<file path="src/design/kspc_pkg.sv">
// ----------------------------------------------------------------------------
// kspc_pkg
// Shared types and constants for the keyboard scan port controller.
// ----------------------------------------------------------------------------
package kspc_pkg;

    localparam int RING_DEPTH = 16;
    localparam int RING_AW    = (RING_DEPTH > 1) ? $clog2(RING_DEPTH) : 1;
    localparam int RING_CW    = $clog2(RING_DEPTH + 1);

    // item modes
    localparam logic [1:0] MODE_KEY   = 2'd0;
    localparam logic [1:0] MODE_TICK  = 2'd1;
    localparam logic [1:0] MODE_READ  = 2'd2;
    localparam logic [1:0] MODE_WRITE = 2'd3;

    // port offsets from the base address
    localparam logic [1:0] PORT_A = 2'd0;
    localparam logic [1:0] PORT_B = 2'd1;
    localparam logic [1:0] PORT_C = 2'd2;

    // configuration register indexes
    localparam logic CFG_ORIG_PC = 1'b0;
    localparam logic CFG_VIDEO   = 1'b1;

    // video kinds
    localparam logic [1:0] VIDEO_EGA  = 2'd0;
    localparam logic [1:0] VIDEO_MONO = 2'd1;
    localparam logic [1:0] VIDEO_CGA  = 2'd2;

    localparam logic [7:0] SELF_TEST_CODE = 8'hAA;
    localparam logic [7:0] UNKNOWN_READ   = 8'hFF;
    localparam logic [7:0] SW_A_EGA       = 8'h4D;
    localparam logic [7:0] SW_A_MONO      = 8'h7D;
    localparam logic [7:0] SW_A_CGA       = 8'h6D;
    localparam logic [7:0] SW_C_EGA       = 8'h04;
    localparam logic [7:0] SW_C_MONO      = 8'h07;
    localparam logic [7:0] SW_C_CGA       = 8'h06;
    localparam logic [7:0] SW_C_DEFAULT   = 8'h0D;
    localparam logic [7:0] SW_C_ORIG_HI   = 8'h02;
    localparam logic [7:0] SW_C_ORIG_LO   = 8'h01;
    localparam logic [7:0] TIMER_OUT_BIT  = 8'h20;

    // port B bit positions
    localparam int PB_GATE   = 0;
    localparam int PB_SPKEN  = 1;
    localparam int PB_SWSEL  = 2;
    localparam int PB_SWHI   = 3;
    localparam int PB_FLUSH  = 6;
    localparam int PB_ACK    = 7;

    typedef struct packed {
        logic [1:0] mode;
        logic [1:0] port_offset;
        logic [7:0] data_byte;
        logic       speaker_timer_out;
    } t_kspc_in;

    typedef struct packed {
        logic [7:0] read_data;
        logic       irq_line;
        logic       speaker_gate;
        logic       spk_data_en;
        logic       speaker_ever_enabled;
    } t_kspc_out;

    typedef struct packed {
        logic       push;
        logic       flush;
        logic       pop;
        logic [7:0] data;
    } t_kspc_ring_ctl;

    typedef struct packed {
        logic       empty;
        logic       full;
        logic [7:0] head_data;
    } t_kspc_ring_sts;

endpackage

</file>
<file path="src/design/keyboard_scan_port_controller.sv">
// ----------------------------------------------------------------------------
// keyboard_scan_port_controller
// Keyboard port block: scan code ring, port A/B/C reads, port B control.
// ----------------------------------------------------------------------------
//  channel   ports                                  handshake
//  input     i_start, o_busy, i_in                  start high, busy low
//  result    o_valid, o_result                      one-cycle strobe
//  config    i_cfg_we, i_cfg_idx, i_cfg_wdata       write enable
//
// One word is taken every cycle; busy stays low. The result of a word passes
// through the input register, then through the port logic into the result
// register. Reset is synchronous, active low; it clears the ring pointers and
// the latches and returns the configuration to its defaults. Results cannot
// be stalled, so none are ever held back.
// ----------------------------------------------------------------------------
module keyboard_scan_port_controller import kspc_pkg::*; (
    input  logic       i_clk,
    input  logic       i_rst_n,
    input  logic       i_start,
    output logic       o_busy,
    input  t_kspc_in   i_in,
    output logic       o_valid,
    output t_kspc_out  o_result,
    input  logic       i_cfg_we,
    input  logic       i_cfg_idx,
    input  logic [1:0] i_cfg_wdata
);

    logic           r_in_vld;
    t_kspc_in       r_in;
    logic           r_orig_pc;
    logic [1:0]     r_video;
    logic [7:0]     r_port_a;
    logic [7:0]     r_port_b;
    logic           r_blocked;
    logic           r_irq;
    logic           r_seen;
    logic           r_out_vld;
    t_kspc_out      r_out;

    logic [7:0]     n_port_a;
    logic [7:0]     n_port_b;
    logic           n_blocked;
    logic           n_irq;
    logic           n_seen;
    logic [7:0]     n_read;
    logic [7:0]     port_c;

    t_kspc_ring_ctl ring_ctl;
    t_kspc_ring_sts ring_sts;

    kspc_ring u_ring (
        .i_clk   (i_clk),
        .i_rst_n (i_rst_n),
        .i_ctl   (ring_ctl),
        .o_sts   (ring_sts)
    );

    assign o_busy   = 1'b0;
    assign o_valid  = r_out_vld;
    assign o_result = r_out;

    function automatic logic [7:0] video_pick(input logic [1:0] kind,
                                              input logic [7:0] ega,
                                              input logic [7:0] mono,
                                              input logic [7:0] color);
        case (kind)
            VIDEO_EGA:  return ega;
            VIDEO_MONO: return mono;
            default:    return color;
        endcase
    endfunction

    always_comb begin
        if (r_orig_pc) begin
            port_c = r_port_b[PB_SWSEL] ? SW_C_ORIG_HI : SW_C_ORIG_LO;
        end else if (r_port_b[PB_SWHI]) begin
            port_c = video_pick(r_video, SW_C_EGA, SW_C_MONO, SW_C_CGA);
        end else begin
            port_c = SW_C_DEFAULT;
        end
        if (r_in.speaker_timer_out) begin
            port_c = port_c | TIMER_OUT_BIT;
        end
    end

    always_comb begin
        ring_ctl  = '0;
        n_port_a  = r_port_a;
        n_port_b  = r_port_b;
        n_blocked = r_blocked;
        n_irq     = r_irq;
        n_seen    = r_seen;
        n_read    = '0;
        if (r_in_vld) begin
            case (r_in.mode)
                MODE_KEY: begin
                    ring_ctl.push = 1'b1;
                    ring_ctl.data = r_in.data_byte;
                end
                MODE_TICK: begin
                    if (!ring_sts.empty && !r_blocked) begin
                        ring_ctl.pop = 1'b1;
                        n_port_a     = ring_sts.head_data;
                        n_blocked    = 1'b1;
                        n_irq        = 1'b1;
                    end
                end
                MODE_READ: begin
                    case (r_in.port_offset)
                        PORT_A: begin
                            if (r_orig_pc && r_port_b[PB_ACK]) begin
                                n_read = video_pick(r_video, SW_A_EGA, SW_A_MONO,
                                                    SW_A_CGA);
                            end else begin
                                n_read = r_port_a;
                            end
                        end
                        PORT_B:  n_read = r_port_b;
                        PORT_C:  n_read = port_c;
                        default: n_read = UNKNOWN_READ;
                    endcase
                end
                default: begin
                    if (r_in.port_offset == PORT_B) begin
                        // rising flush bit: restart ring with the self-test code
                        if (!r_port_b[PB_FLUSH] && r_in.data_byte[PB_FLUSH]) begin
                            ring_ctl.flush = 1'b1;
                            ring_ctl.data  = SELF_TEST_CODE;
                        end
                        // rising acknowledge bit: clear latch and drop irq
                        if (!r_port_b[PB_ACK] && r_in.data_byte[PB_ACK]) begin
                            n_port_a  = '0;
                            n_blocked = 1'b0;
                            n_irq     = 1'b0;
                        end
                        n_port_b = r_in.data_byte;
                        if (r_in.data_byte[PB_SPKEN]) begin
                            n_seen = 1'b1;
                        end
                    end
                end
            endcase
        end
    end

    always_ff @(posedge i_clk) begin
        r_in <= i_in;
        r_out.read_data            <= n_read;
        r_out.irq_line             <= n_irq;
        r_out.speaker_gate         <= n_port_b[PB_GATE];
        r_out.spk_data_en          <= n_port_b[PB_SPKEN];
        r_out.speaker_ever_enabled <= n_seen;
    end

    always_ff @(posedge i_clk) begin
        if (!i_rst_n) begin
            r_in_vld  <= 1'b0;
            r_out_vld <= 1'b0;
            r_orig_pc <= 1'b0;
            r_video   <= VIDEO_CGA;
            r_port_a  <= '0;
            r_port_b  <= '0;
            r_blocked <= 1'b0;
            r_irq     <= 1'b0;
            r_seen    <= 1'b0;
        end else begin
            r_in_vld  <= i_start && !o_busy;
            r_out_vld <= r_in_vld;
            r_port_a  <= n_port_a;
            r_port_b  <= n_port_b;
            r_blocked <= n_blocked;
            r_irq     <= n_irq;
            r_seen    <= n_seen;
            if (i_cfg_we) begin
                case (i_cfg_idx)
                    CFG_ORIG_PC: r_orig_pc <= i_cfg_wdata[0];
                    CFG_VIDEO:   r_video   <= i_cfg_wdata;
                    default:     r_video   <= r_video;
                endcase
            end
        end
    end

endmodule

</file>
<file path="src/design/kspc_ring.sv">
// ----------------------------------------------------------------------------
// kspc_ring
// Scan code ring: push at tail, pop at head, flush that restarts with one code.
// ----------------------------------------------------------------------------
module kspc_ring import kspc_pkg::*; (
    input  logic           i_clk,
    input  logic           i_rst_n,
    input  t_kspc_ring_ctl i_ctl,
    output t_kspc_ring_sts o_sts
);

    logic [7:0]         r_mem [RING_DEPTH];
    logic [RING_AW-1:0] r_head;
    logic [RING_AW-1:0] r_tail;
    logic [RING_CW-1:0] r_count;

    function automatic logic [RING_AW-1:0] ptr_inc(input logic [RING_AW-1:0] p);
        if (p == RING_AW'(RING_DEPTH - 1)) begin
            return '0;
        end
        return p + 1'b1;
    endfunction

    assign o_sts.empty     = (r_count == '0);
    assign o_sts.full      = (r_count == RING_CW'(RING_DEPTH));
    assign o_sts.head_data = r_mem[r_head];

    // entries hold no reset; only the pointers and count do
    always_ff @(posedge i_clk) begin
        if (i_ctl.flush) begin
            r_mem[r_head] <= i_ctl.data;
        end else if (i_ctl.push && !o_sts.full) begin
            r_mem[r_tail] <= i_ctl.data;
        end
    end

    always_ff @(posedge i_clk) begin
        if (!i_rst_n) begin
            r_head  <= '0;
            r_tail  <= '0;
            r_count <= '0;
        end else if (i_ctl.flush) begin
            // restart with a single code at the head
            r_tail  <= ptr_inc(r_head);
            r_count <= RING_CW'(1);
        end else if (i_ctl.push && !o_sts.full) begin
            r_tail  <= ptr_inc(r_tail);
            r_count <= r_count + 1'b1;
        end else if (i_ctl.pop && !o_sts.empty) begin
            r_head  <= ptr_inc(r_head);
            r_count <= r_count - 1'b1;
        end
    end

endmodule

</file>
<file path="config.mk">
export PLATFORM = sky130hd
export DESIGN_NAME = keyboard_scan_port_controller
export DESIGN_NICKNAME = d
export VERILOG_FILES = /design/src/design/kspc_pkg.sv /design/src/design/keyboard_scan_port_controller.sv /design/src/design/kspc_ring.sv
export SDC_FILE = /design/constraint.sdc
export NUM_CORES = 1
export LEC_CHECK = 0
export BUFFER_PORTS_ARGS = -buffer_cell sky130_fd_sc_hd__buf_4
export CAP_MARGIN = 20
export CORE_AREA = 10 10 125 127
export CTS_CLUSTER_DIAMETER = 120
export DETAILED_ROUTE_END_ITERATION = 6
export DIE_AREA = 0 0 135 137
export PLACE_DENSITY_LB_ADDON = 0.15
export SYNTH_ARGS = -nofsm -noshare
export SYNTH_HDL_FRONTEND = slang
export SYNTH_HIERARCHICAL = 1
export SYNTH_SLANG_ARGS = --single-unit
export TNS_END_PERCENT = 10
</file>
<file path="constraint.sdc">
create_clock -name i_clk -period 3.9 [get_ports i_clk]
set_input_delay 0.195 -clock i_clk [delete_from_list [all_inputs] [get_ports i_clk]]
set_output_delay 0.195 -clock i_clk [all_outputs]
set_load 0.02 [all_outputs]
</file>
* Word level (Yosys, flattened, before mapping)
Memories as Yosys holds them, arrays and structs flattened. A register that Yosys moved wholly into a read port is not among the register bits. Index checks and enable logic that the tools add are counted.
Cells by class: add/subtract/negate cells 4, equality and inequality tests 9, muxes and demuxes 69, bitwise operators 6, reductions and logical operators 31
Operators by type and width (count):
- two-way mux 8 bit | 8
- two-way mux 4 bit | 11
- two-way mux 1 bit | 35
- one-hot mux 8 bit (2 select lines) | 2
- one-hot mux 8 bit (3 select lines) | 1
- one-hot mux 6 bit (2 select lines) | 1
- two-way mux 11 bit | 1
- two-way mux 5 bit | 2
- adder 4 x 1 -> 4 bit (second input constant) | 2
- == test 4 bit (second input constant) | 2
- two-way mux 2 bit | 4
- nonzero test 2 bit | 4
- OR reduction 8 bit | 1
- == test 2 x 1 -> 1 bit (second input constant) | 3
- logical AND 1 bit | 6
- logical NOT 2 bit | 3
- two-way mux 6 bit | 1
- inverter 1 bit | 6
- AND reduction 2 bit | 3
- AND reduction 3 bit | 2
- OR reduction 2 bit | 3
- adder 5 x 1 -> 5 bit (second input constant) | 1
- == test 5 bit (second input constant) | 1
- logical NOT 1 bit | 5
- 9 further kinds | 11
Storage, ports and cells: flip-flop bits (word level) 62, RAM bits 128, bits of input ports 20, output and inout bits 14, logic and storage cells 143, memories kept 1
Memory list:
- u_ring.r_mem | words 16, bits a word 8, read ports 1, clocked after memory_dff 1, wr ports 1, line kspc_ring.sv:12 | logic [7:0] r_mem [RING_DEPTH];

* Logic depth before layout (Yosys ltp)
Gate-level depths: netlist of run 1.
depth in word-level cells 14, mapped depth 10, gate-level depth less buffers 9

* Hierarchy
Netlist of run 1, hierarchy kept.
By module, submodules not included:
- kspc_ring | times used 1, cells each 343, area each 6003.3 um^2, seq. area each 4184.0 um^2
- keyboard_scan_port_controller | times used 1, cells each 180, area each 1793.0 um^2, seq. area each 980.9 um^2

* Worst setup path before layout of run 1
OpenSTA, ideal clock, no wires.
path type register to register, from register r_in_vld, to memory u_ring.r_mem[11][0], enable pin, library setup time 0.370 ns, arrival time 2.684 ns, required time 3.530 ns, path slack 0.846 ns, stages on the path, launching flop included 6, path buffers 0, period minus slack after synthesis 3.054 ns, cells stage by stage dfxtp_1 > nor3b_1 > inv_1 > a211oi_1 > mux2_2 > nor2_1
RTL lines:
- start, declared | line keyboard_scan_port_controller.sv:29 | logic r_in_vld;
- start signal, assigned | line keyboard_scan_port_controller.sv:168 | r_in_vld <= i_start && !o_busy;
- end, declared | line kspc_ring.sv:12

* Worst setup path after layout of run 1
from register r_in[10] (netlist bit), to memory u_ring.r_mem[11][0], enable pin
On the way: cells in the longest elaborated chain, start to end 8, elaborated cells between the ends (all ways) 11, those cells by class 1 x eq/ne; 9 x mux; 1 x reduce/logical
RTL lines:
- start, declared | line keyboard_scan_port_controller.sv:30 | t_kspc_in r_in;
- start signal, assigned | line keyboard_scan_port_controller.sv:148 | r_in <= i_in;
- == test 2 x 1 -> 1 bit * | line keyboard_scan_port_controller.sv:125 | if (r_in.port_offset == PORT_B) begin
- two-way mux 1 bit * | line keyboard_scan_port_controller.sv:125
- two-way mux 1 bit * | line keyboard_scan_port_controller.sv:96 | case (r_in.mode)
- two-way mux 11 bit * | line keyboard_scan_port_controller.sv:95 | if (r_in_vld) begin
- two-way mux 1 bit | line kspc_ring.sv:30 | if (i_ctl.flush) begin
- two-way mux 1 bit (implied by the code) | line kspc_ring.sv:33 | r_mem[r_tail] <= i_ctl.data;
- OR reduction 8 bit (no source line)
- two-way mux 4 bit (no source line) or two-way mux 1 bit (tied branches)
Mark *: on every way between the ends. The rest lies on a longest branch, timed or not.

==> results.py, run 1 <==
metrics = {
    "yosys": {
        "ys_ff_latch": 194,
        "yosys-top-cells-area": "edfxtp_1 49%, dfxtp_1 17%, mux4_2 9.2%",
        "ys_seq_area_share_pct": 66.2,
        "synth_nets": 549,
        "async_flop_share_pct": 0,
        "avgSynthCellArea_um2": 14.9,
        "ys_warn_count": 6,
        "synth_ff_type": "edfxtp_1",
        "synth_top_area_cell": "edfxtp_1",
        "synth_cell_types": 62,
        "synth_top_area_share_pct": 49.3,
        "synthCells": 523,
        "syn-cell-area_um2": 7800,
        "synth-edff-count": 128,
    },
    "placement": {
        "gp_congestion": 0.865,
        "dp_slack_ps": 624,
        "hpwl_mm": 11.2,
        "port_buffers": 32,
    },
    "timing": {
        "drv_slew": 0,
        "setup_tns_ps": 0,
        "finClkSkew_ps": 11.1,
        "fin_ws_ps": 535,
        "rsz0062_at_grt": "false",
        "worst_pin_slew_ps": 768,
        "slew_headroom_pct": 48.8,
        "finalHoldViolations": 0,
        "clock.fmax_ghz": 0.297,
        "finalCritPeriodShare_pct": 86.3,
        "setup_viol": 0,
        "period_needed_ps": 3370,
    },
    "floorplanning": {
        "num_rows": 42,
        "die_h_um": 137,
        "dieWidth_um": 135,
        "core_area_um2": 13100,
        "ios": 34,
        "start_util_pct": 59.6,
        "dieArea_um2": 18500,
    },
    "global_routing": {
        "grt_overflow_total": 0,
        "grtUsageTotal_pct": 19.2,
        "grt_pass1_wl_mm": 26.3,
        "grt_pass1_vias": 4467,
        "grt_max_degree": 33,
        "antenna_found_initial": 0,
    },
    "final_layout": {
        "diodes": 0,
        "drive_gt1_share_pct": 21.1,
        "layout_commonest_cell": "edfxtp_1",
        "nNetsFinal": 595,
        "syn_to_final_growth_pct": 14.6,
        "nFillCells": 881,
        "final_cell_mix": "128 x edfxtp_1, 65 x dfxtp_1, 43 x nand2_1",
    },
    "clock_tree": {
        "htreeDepth": 4,
        "cts_buffers": 17,
        "cts.sinks": 194,
        "cts.repair.resized": 0,
        "clock_latency_ps": 440,
        "clock_path_buffers": 2,
        "root_buffer": "clkbuf_16",
        "cts_tree": "yes",
        "cts.reportedPaths.clkPinSlew_ps": 70,
    },
    "drt": {
        "route.detailed.drc": 0,
        "drt_wl_total_mm": 17.0,
        "dr.pass1.iters": 5,
        "wl_per_cell_um": 22.4,
        "drtIter0Drc": 451,
        "ant_nets": 0,
        "vias_per_cell": 6.08,
        "route.vias.total": 4610,
    },
    "setup_path": {
        "arrival_ps": 3440,
        "cp.required_ps": 3970,
        "crit_path_end_kind": "register",
        "critical_path_class": "register to register",
        "crit_fanout": 13,
        "crit_path_start_kind": "register",
    },
    "pwr": {
        "p_total_uw": 4040,
        "leakagePower_uw": 0.00316,
        "powerDensity_nw_per_um2": 452,
        "vdd.ir_drop.worst_uv": 328,
    },
    "hold_path": {
        "hp-class": "input port to register",
    },
    "run": {
        "maxCapViolCount": 0,
    },
    "outcome": {
        "status": "complete, no violations",
    },
}
critical path, stage by stage, from the launching register on:
cell and delay, ps:
dfxtp_1 560, nand2b_1 320, nor2_2 70, buf_4 180, and3b_1 310, a211oi_1 530
mux2_2 480, nor2_1 540
synth_stat cells, types with 5 or more instances:
master    instances
edfxtp_1        128
dfxtp_1          66
nand2_1          43
nor2_1           39
mux4_2           32
mux2i_1          17
a22oi_1          16
and2_1           13
a21oi_1          12
clkbuf_1         12
a211oi_1         11
inv_1            11
o21ai_0          11
a21o_1            9
nor2b_1           8
nand3_1           6
ha_1              5
mux2_2            5
nand2b_1          5
report_power, final:
| part | switching (uW) | leakage [uW] | internal [uW] |
|---|---|---|---|
| Sequential | 15.5 | 0.00171 | 2190 |
| Combinational | 53.6 | 0.00114 | 47.6 |
| Clock | 786 | 0.000305 | 953 |
layer usage:
| metal | global-route usage, % | part of all wire, % | up-vias | wire, um |
|---|---|---|---|---|
| met2 | 30.7 | 49 | 206 | 8330 |
| met5 | 0 | 0 | - | 0 |
| met1 | 24.1 | 41 | 2270 | 6940 |
| li1 | - | - | 2095 | - |
| met3 | 5.10 | 6.9 | 39 | 1180 |
| met4 | 8.67 | 3.2 | 0 | 548 |
registers in the layout (all words and copies together), names as in the netlist, named ones only:
name,cells
u_ring/r_mem,128
r_in,13
o_result,12
r_port_a,8
r_port_b,8
u_ring/r_count,5
u_ring/r_head,4
u_ring/r_tail,4
r_video,2
o_valid,1
r_blocked,1
r_in_vld,1
r_irq,1
r_orig_pc,1
r_seen,1
cell families (layout without fill, tap and decap cells):
kind of cell	count (synthesis)	after routing	synth area share [%]
DFF	194	194	66.2
and+or+nand+nor	139	139	9.08
AOI/OAI and AO/OA	90	90	8.92
muxes	54	54	12.1
buffers and inverters	37	96	2.26
adders and majority gates	6	6	1.06
xor gates and xnor gates	2	2	0.225
other	1	1	0.0481
metrics by stage:
step                      instances  instance area (um2)  hold WS (ps)  util, %
after floorplan                 523                 7800           223        -
after global placement          710                 8160           300     62.4
after detailed placement        710                 8160           301     62.4
after CTS                       757                 8920          25.4     68.1
after global routing            758                 8940          48.0     68.3
final                           758                 8940          35.2     68.3
repair_timing:
action,4_1_cts,5_1_grt
setup endpoints to repair,0,0
hold endpoints to repair,15,0
buffers inserted,0,0
hold buffers,15,0
area by class of cell:
type	instances	area (um2)	share of cell area [%]
flip-flops and latches	194	5170	57.8
multi-input cells	292	2450	27.5
clock buffers	20	500	5.60
repair buffers	52	440	4.93
well taps	176	220	2.46
clock inverters	12	106	1.19
inverters	12	47.5	0.532
worst paths after layout:
check / from / end / slack (ps) / depth (start not counted)
hold / removal: i_cfg_we / r_video[1] / 40 / 3
setup reg to reg: r_in[10] / u_ring/r_mem[11][0] / 530 / 7
hold reg to reg: r_seen / o_result[0] / 440 / 1
setup / recovery: r_in[10] / u_ring/r_mem[11][0] / 530 / 7
Power figures use the tool's default switching activity.
==> run 2: changes to the inputs <==
- CORE_AREA: 10 10 125 127 -> 10 10 124 126
- DIE_AREA: 0 0 135 137 -> 0 0 134 136
- SYNTH_HIERARCHICAL: 1 -> unset
==> run 2 against run 1 <==
Compared with the run above:
- sequential power about the same
- global-route usage is 0.62 points lower
- sequential share of layout area is 0.37 points higher
==> results.py, run 2 <==
metrics = {
    "outcome": {
        "status": "complete, no violations",
    },
    "yosys": {
        "ys_seq_area_share_pct": 66.8,
        "synthCells": 514,
        "avgSynthCellArea_um2": 15.0,
        "synth_ff_type": "edfxtp_1",
        "synth_top_area_share_pct": 49.7,
        "ys_ff_latch": 194,
        "syn-cell-area_um2": 7730,
        "synth_cell_types": 54,
        "yosys-top-cells-area": "edfxtp_1 50%, dfxtp_1 17%, mux4_2 5.8%",
        "synth_nets": 540,
        "yosys-top-cells-count": "128 x edfxtp_1, 66 x dfxtp_1, 43 x nor2_1",
        "synth-edff-count": 128,
        "ys_warn_count": 0,
        "async_flop_share_pct": 0,
        "synth_top_area_cell": "edfxtp_1",
        "yosys.cell_count.top_type": "edfxtp_1",
    },
    "placement": {
        "port_buffers": 32,
        "gp_congestion": 0.893,
        "hpwl_mm": 10.4,
        "postPlaceCellArea_um2": 8050,
    },
    "pwr": {
        "comb_power_share_pct": 3.0,
        "switchingPower_uw": 852,
        "powerDensity_nw_per_um2": 486,
        "internal_power_uw": 3470,
        "switching_share_pct": 19.7,
        "leakagePower_uw": 0.00313,
        "p_seq_share_pct": 51.3,
        "vdd.ir_drop.worst_uv": 390,
        "clkPwrFrac_pct": 45.7,
    },
    "final_layout": {
        "diodes": 0,
        "layout_commonest_cell": "edfxtp_1",
        "final_cell_mix": "128 x edfxtp_1, 65 x dfxtp_1, 43 x nor2_1",
        "fin_area_um2": 8880,
        "nNetsFinal": 583,
        "nFillCells": 918,
        "top_register": "u_ring.r_mem",
        "drive_gt1_share_pct": 18.9,
        "largest_reg_flops": 128,
        "syn_to_final_growth_pct": 14.8,
    },
    "setup_path": {
        "critPathBufInv": 1,
        "crit_path_start_kind": "register",
        "cp.required_ps": 4250,
        "cp_slowest_stage_delay_ps": 620,
        "startpoint": "r_in_vld",
        "cpMaxStageDelayCell": "dfxtp_1",
        "crit_path_end_kind": "register",
        "crit_fanout": 17,
        "crit_chain": "nor3b_2 -> o21a_4 -> inv_2 -> fa_1 -> a21o_1 -> a21oi_1 -> mux2i_1 -> nor2_1 -> a211oi_1",
        "reg2reg_from": "r_in_vld",
        "critical_path_class": "register to register",
        "arrival_ps": 3400,
        "critical-path-top-delay-family": "compound AO/OA/AOI/OAI gates",
    },
    "floorplanning": {
        "num_rows": 42,
        "dieWidth_um": 134,
        "ios": 34,
        "dieArea_um2": 18200,
        "start_util_pct": 59.6,
        "core_area_um2": 13000,
        "die_h_um": 136,
    },
    "timing": {
        "worst_pin_slew_ps": 1010,
        "setup_tns_ps": 0,
        "period_needed_ps": 3050,
        "setup_viol": 0,
        "finalHoldViolations": 0,
        "finalCritPeriodShare_pct": 78.3,
        "drv_slew": 0,
        "finClkSkew_ps": 11.4,
        "rsz0062_at_grt": "false",
        "clock.fmax_ghz": 0.328,
        "slew_headroom_pct": 32.5,
    },
    "drt": {
        "drtIter0Drc": 615,
        "ant_nets": 0,
        "route.detailed.drc": 0,
        "wl_per_cell_um": 21.6,
        "route.vias.total": 4494,
        "drt_wl_total_mm": 16.1,
        "dr.pass1.iters": 6,
        "vias_per_cell": 6.02,
    },
    "clock_tree": {
        "clock_latency_ps": 440,
        "cts.reportedPaths.clkPinSlew_ps": 60,
        "htreeDepth": 4,
        "root_buffer": "clkbuf_16",
        "cts_tree": "yes",
        "cts.sinks": 194,
        "cts_buffers": 17,
        "clock_path_buffers": 2,
    },
    "global_routing": {
        "grt_max_degree": 33,
        "grt_overflow_total": 0,
        "antenna_found_initial": 0,
        "grtUsageTotal_pct": 18.5,
        "grt_pass1_wl_mm": 25.4,
        "grt_pass1_vias": 4420,
    },
    "hold_path": {
        "hp-class": "input port to register",
        "min_from": "i_cfg_we",
    },
    "run": {
        "maxCapViolCount": 0,
    },
}
-- run 2: metrics by stage --
step,util (%),worst slack [ps],hold WS [ps],instances,power [uW]
2_1_floorplan,-,1420,223,514,2330
3_3_place_gp,62.0,1050,300,699,2370
3_5_place_dp,62.0,914,301,699,2380
4_1_cts,68.4,888,20.7,746,4340
5_1_grt,68.4,566,38.5,746,4430
6_report,68.4,847,31.2,746,4320
-- run 2: final timing paths --
path / slack [ps] / cells past startpoint / end
worst max-delay path: 850 / 9 / u_ring.r_count[4]
worst min-delay path: 30 / 3 / r_video[1]
worst max register to register: 850 / 9 / u_ring.r_count[4]
worst min register to register: 440 / 2 / o_result[3]
-- run 2: repair_timing --
| item | in CTS | in global routing |
|---|---|---|
| resized for setup | 0 | 0 |
| setup buffers | 0 | 0 |
| hold endpoints to repair | 15 | 0 |
| hold buffers | 15 | 0 |
-- run 2: cell families after synthesis --
logic type      count (synthesis)  synth area share, %
xor+xnor                        6                0.680
buf+inv                        35                 2.69
fa+ha+maj                       6                 1.07
flops                         194                 66.8
other cells                     1               0.0485
mux                            55                 13.0
compound gates                 78                 6.89
simple gates                  139                 8.79
-- run 2: metal layers --
metal / up-vias / routed length, um / track usage (%)
met5: - / 0 / 0
met4: 0 / 248 / 5.56
met3: 28 / 1170 / 4.54
met2: 189 / 7830 / 30.0
met1: 2227 / 6850 / 24.5
li1: 2050 / - / -
-- run 2: worst register-to-register path, stage by stage (launching register included) --
cell	delay [ps]
dfxtp_1	620
nor3b_2	500
o21a_4	300
inv_2	160
fa_1	490
a21o_1	170
a21oi_1	260
mux2i_1	210
nor2_1	60
a211oi_1	200
-- run 2: layout make-up --
| cell class | instances | area (um2) | area share [%] |
|---|---|---|---|
| Sequential cell | 194 | 5170 | 58.2 |
| Multi-Input combinational cell | 285 | 2360 | 26.6 |
| Clock buffer | 17 | 425 | 4.79 |
| Timing Repair Buffer | 52 | 428 | 4.82 |
| Clock inverter | 15 | 253 | 2.85 |
| Tap cell | 176 | 220 | 2.48 |
| Inverter | 7 | 26.3 | 0.296 |
-- run 2: power groups by stage --
stage / clock [uW] / combinational [uW] / sequential, uW
2_1_floorplan: 0 / 83.0 / 2250
3_3_place_gp: 0 / 112 / 2260
3_5_place_dp: 0 / 116 / 2260
4_1_cts: 1990 / 129 / 2220
5_1_grt: 2070 / 143 / 2220
6_report: 1970 / 129 / 2220
==> run 3: changes to the inputs <==
- clock period: 3.9 -> 2.85 ns (I/O delays scaled with it)
==> run 3 against run 2 <==
Compared with the run above:
- final cell count rose by 1.9%
- non-clock buffer count grew 14
- combinational power up 50%
- utilization is 0.58 points higher
- die area stayed put
- flip-flop and latch count is the same
- register-to-register slack worse by 690 ps
- clock-buffer cell count grew 1
- worst hold slack got worse by 8.0 ps
- critical path type unchanged
- largest cell class unchanged
- largest power group unchanged
==> results.py, run 3 (synthesis results as in run 2) <==
metrics = {
    "pwr": {
        "vdd.ir_drop.worst_uv": 448,
        "switching_share_pct": 19.6,
        "p_total_uw": 5780,
        "internal_power_uw": 4650,
        "leakagePower_uw": 0.00317,
        "powerDensity_nw_per_um2": 646,
        "comb_power_share_pct": 3.3,
        "clkPwrFrac_pct": 44.3,
        "p_seq_share_pct": 52.3,
        "switchingPower_uw": 1130,
    },
    "clock_tree": {
        "clock_latency_ps": 440,
        "cts.sinks": 194,
        "root_buffer": "clkbuf_16",
        "cts_tree": "yes",
        "htreeDepth": 4,
        "cts.reportedPaths.clkPinSlew_ps": 70,
        "clock_path_buffers": 2,
        "cts_setup_buffers": 0,
        "cts_buffers": 17,
    },
    "hold_path": {
        "hp-class": "input port to register",
        "min_from": "i_cfg_we",
    },
    "timing": {
        "finalCritPeriodShare_pct": 94.6,
        "drv_slew": 0,
        "worst_pin_slew_ps": 866,
        "finClkSkew_ps": 8.74,
        "setup_viol": 0,
        "finalHoldViolations": 0,
        "clock.fmax_ghz": 0.371,
        "setup_tns_ps": 0,
        "period_needed_ps": 2700,
        "slew_headroom_pct": 42.0,
        "rsz0062_at_grt": "false",
    },
    "drt": {
        "wl_per_cell_um": 21.4,
        "route.vias.total": 4578,
        "vias_per_cell": 6.02,
        "drtIter0Drc": 634,
        "ant_nets": 0,
        "drt_wl_total_mm": 16.3,
        "route.detailed.drc": 0,
        "dr.pass1.iters": 5,
    },
    "setup_path": {
        "startpoint": "u_ring.r_count[0]",
        "crit_fanout": 14,
        "crit_path_start_kind": "register",
        "critPathBufInv": 1,
        "cp.required_ps": 3200,
        "reg2reg_from": "u_ring.r_count[0]",
        "arrival_ps": 3050,
        "crit_path_end_kind": "register",
        "cp_slowest_stage_delay_ps": 560,
        "cpMaxStageDelayCell": "or4_4",
        "critical-path-top-delay-family": "compound AO/OA/AOI/OAI gates",
        "crit_chain": "or4_4 -> o21a_4 -> clkinv_2 -> ha_1 -> a21o_1 -> a21oi_1 -> mux2i_1 -> nor2_1 -> a211oi_1",
        "critical_path_class": "register to register",
    },
    "final_layout": {
        "drive_gt1_share_pct": 20.0,
        "syn_to_final_growth_pct": 15.8,
        "fin_area_um2": 8950,
        "diodes": 0,
        "fin_cells": 760,
        "layout_commonest_cell": "edfxtp_1",
        "largest_reg_flops": 128,
        "nNetsFinal": 597,
        "final_cell_mix": "128 x edfxtp_1, 66 x dfxtp_1, 48 x buf_4",
        "nFillCells": 880,
        "seq_area_um2": 5160,
        "multi_input_area_um2": 2360,
        "top_register": "u_ring.r_mem",
    },
    "floorplanning": {
        "num_rows": 42,
        "core_area_um2": 13000,
        "start_util_pct": 59.6,
        "die_h_um": 136,
        "dieWidth_um": 134,
        "dieArea_um2": 18200,
        "ios": 34,
    },
    "placement": {
        "hpwl_mm": 10.6,
        "port_buffers": 32,
        "gp_congestion": 0.882,
        "dp.cells": 711,
        "postPlaceCellArea_um2": 8140,
    },
    "run": {
        "maxCapViolCount": 0,
    },
    "global_routing": {
        "grt_pass1_vias": 4541,
        "grtUsageTotal_pct": 18.8,
        "grt_max_degree": 33,
        "grt_overflow_total": 0,
        "grt_pass1_wl_mm": 25.8,
        "antenna_found_initial": 0,
    },
    "outcome": {
        "status": "complete, no violations",
    },
}
-- run 3: path summary, 6_finish.rpt --
path                             to  slack [ps]  cells after the start
hold reg to reg         o_result[0]         440                      1
setup reg to reg  u_ring.r_count[4]         150                      9
setup / recovery  u_ring.r_count[4]         150                      9
hold / removal           r_video[0]          20                      3
-- run 3: power groups by stage --
stage,logic (uW),clock network [uW],registers [uW]
after global routing,212,2680,3030
after global placement,168,0,3080
after CTS,193,2580,3020
after floorplan,114,0,3080
final,193,2560,3020
after detailed placement,173,0,3080
-- run 3: worst reg2reg max path, cell delays in order (launching register included) --
cell and delay (ps):
dfxtp_1 360, or4_4 560, o21a_4 270, clkinv_2 180
ha_1 300, a21o_1 190, a21oi_1 260, mux2i_1 220
nor2_1 50, a211oi_1 220
-- run 3: layout make-up --
| class | count | share of cell area, % |
|---|---|---|
| Timing Repair Buffer | 66 | 6.05 |
| Multi-Input combinational cell | 285 | 26.4 |
| Sequential cell | 194 | 57.7 |
| Clock inverter | 14 | 2.35 |
| Inverter | 7 | 0.307 |
| Tap cell | 176 | 2.46 |
| Clock buffer | 18 | 4.79 |
-- run 3: repair_timing --
item	4_1_cts	5_1_grt
setup endpoints to repair	0	1
gates resized for setup	0	1
endpoints found under the hold margin	17	0
hold buffers	17	0
-- run 3: stage by stage --
stage	hold slack, ps	util, %	setup WS, ps
finish	23.2	69.0	153
global route	62.4	69.0	22.4
CTS	15.6	69.0	119
detailed placement	248	62.7	136
global placement	247	62.6	219
floorplan	170	-	370
-- run 3: routing by layer --
layer | up-vias | GRT usage (%) | routed length (um) | part of all wire [%]
met3 | 27 | 4.35 | 1070 | 6.6
met4 | 0 | 6.83 | 293 | 1.8
met2 | 176 | 29.7 | 7870 | 48
met1 | 2300 | 25.0 | 7020 | 43
met5 | - | 0 | 0 | 0
li1 | 2075 | - | - | -
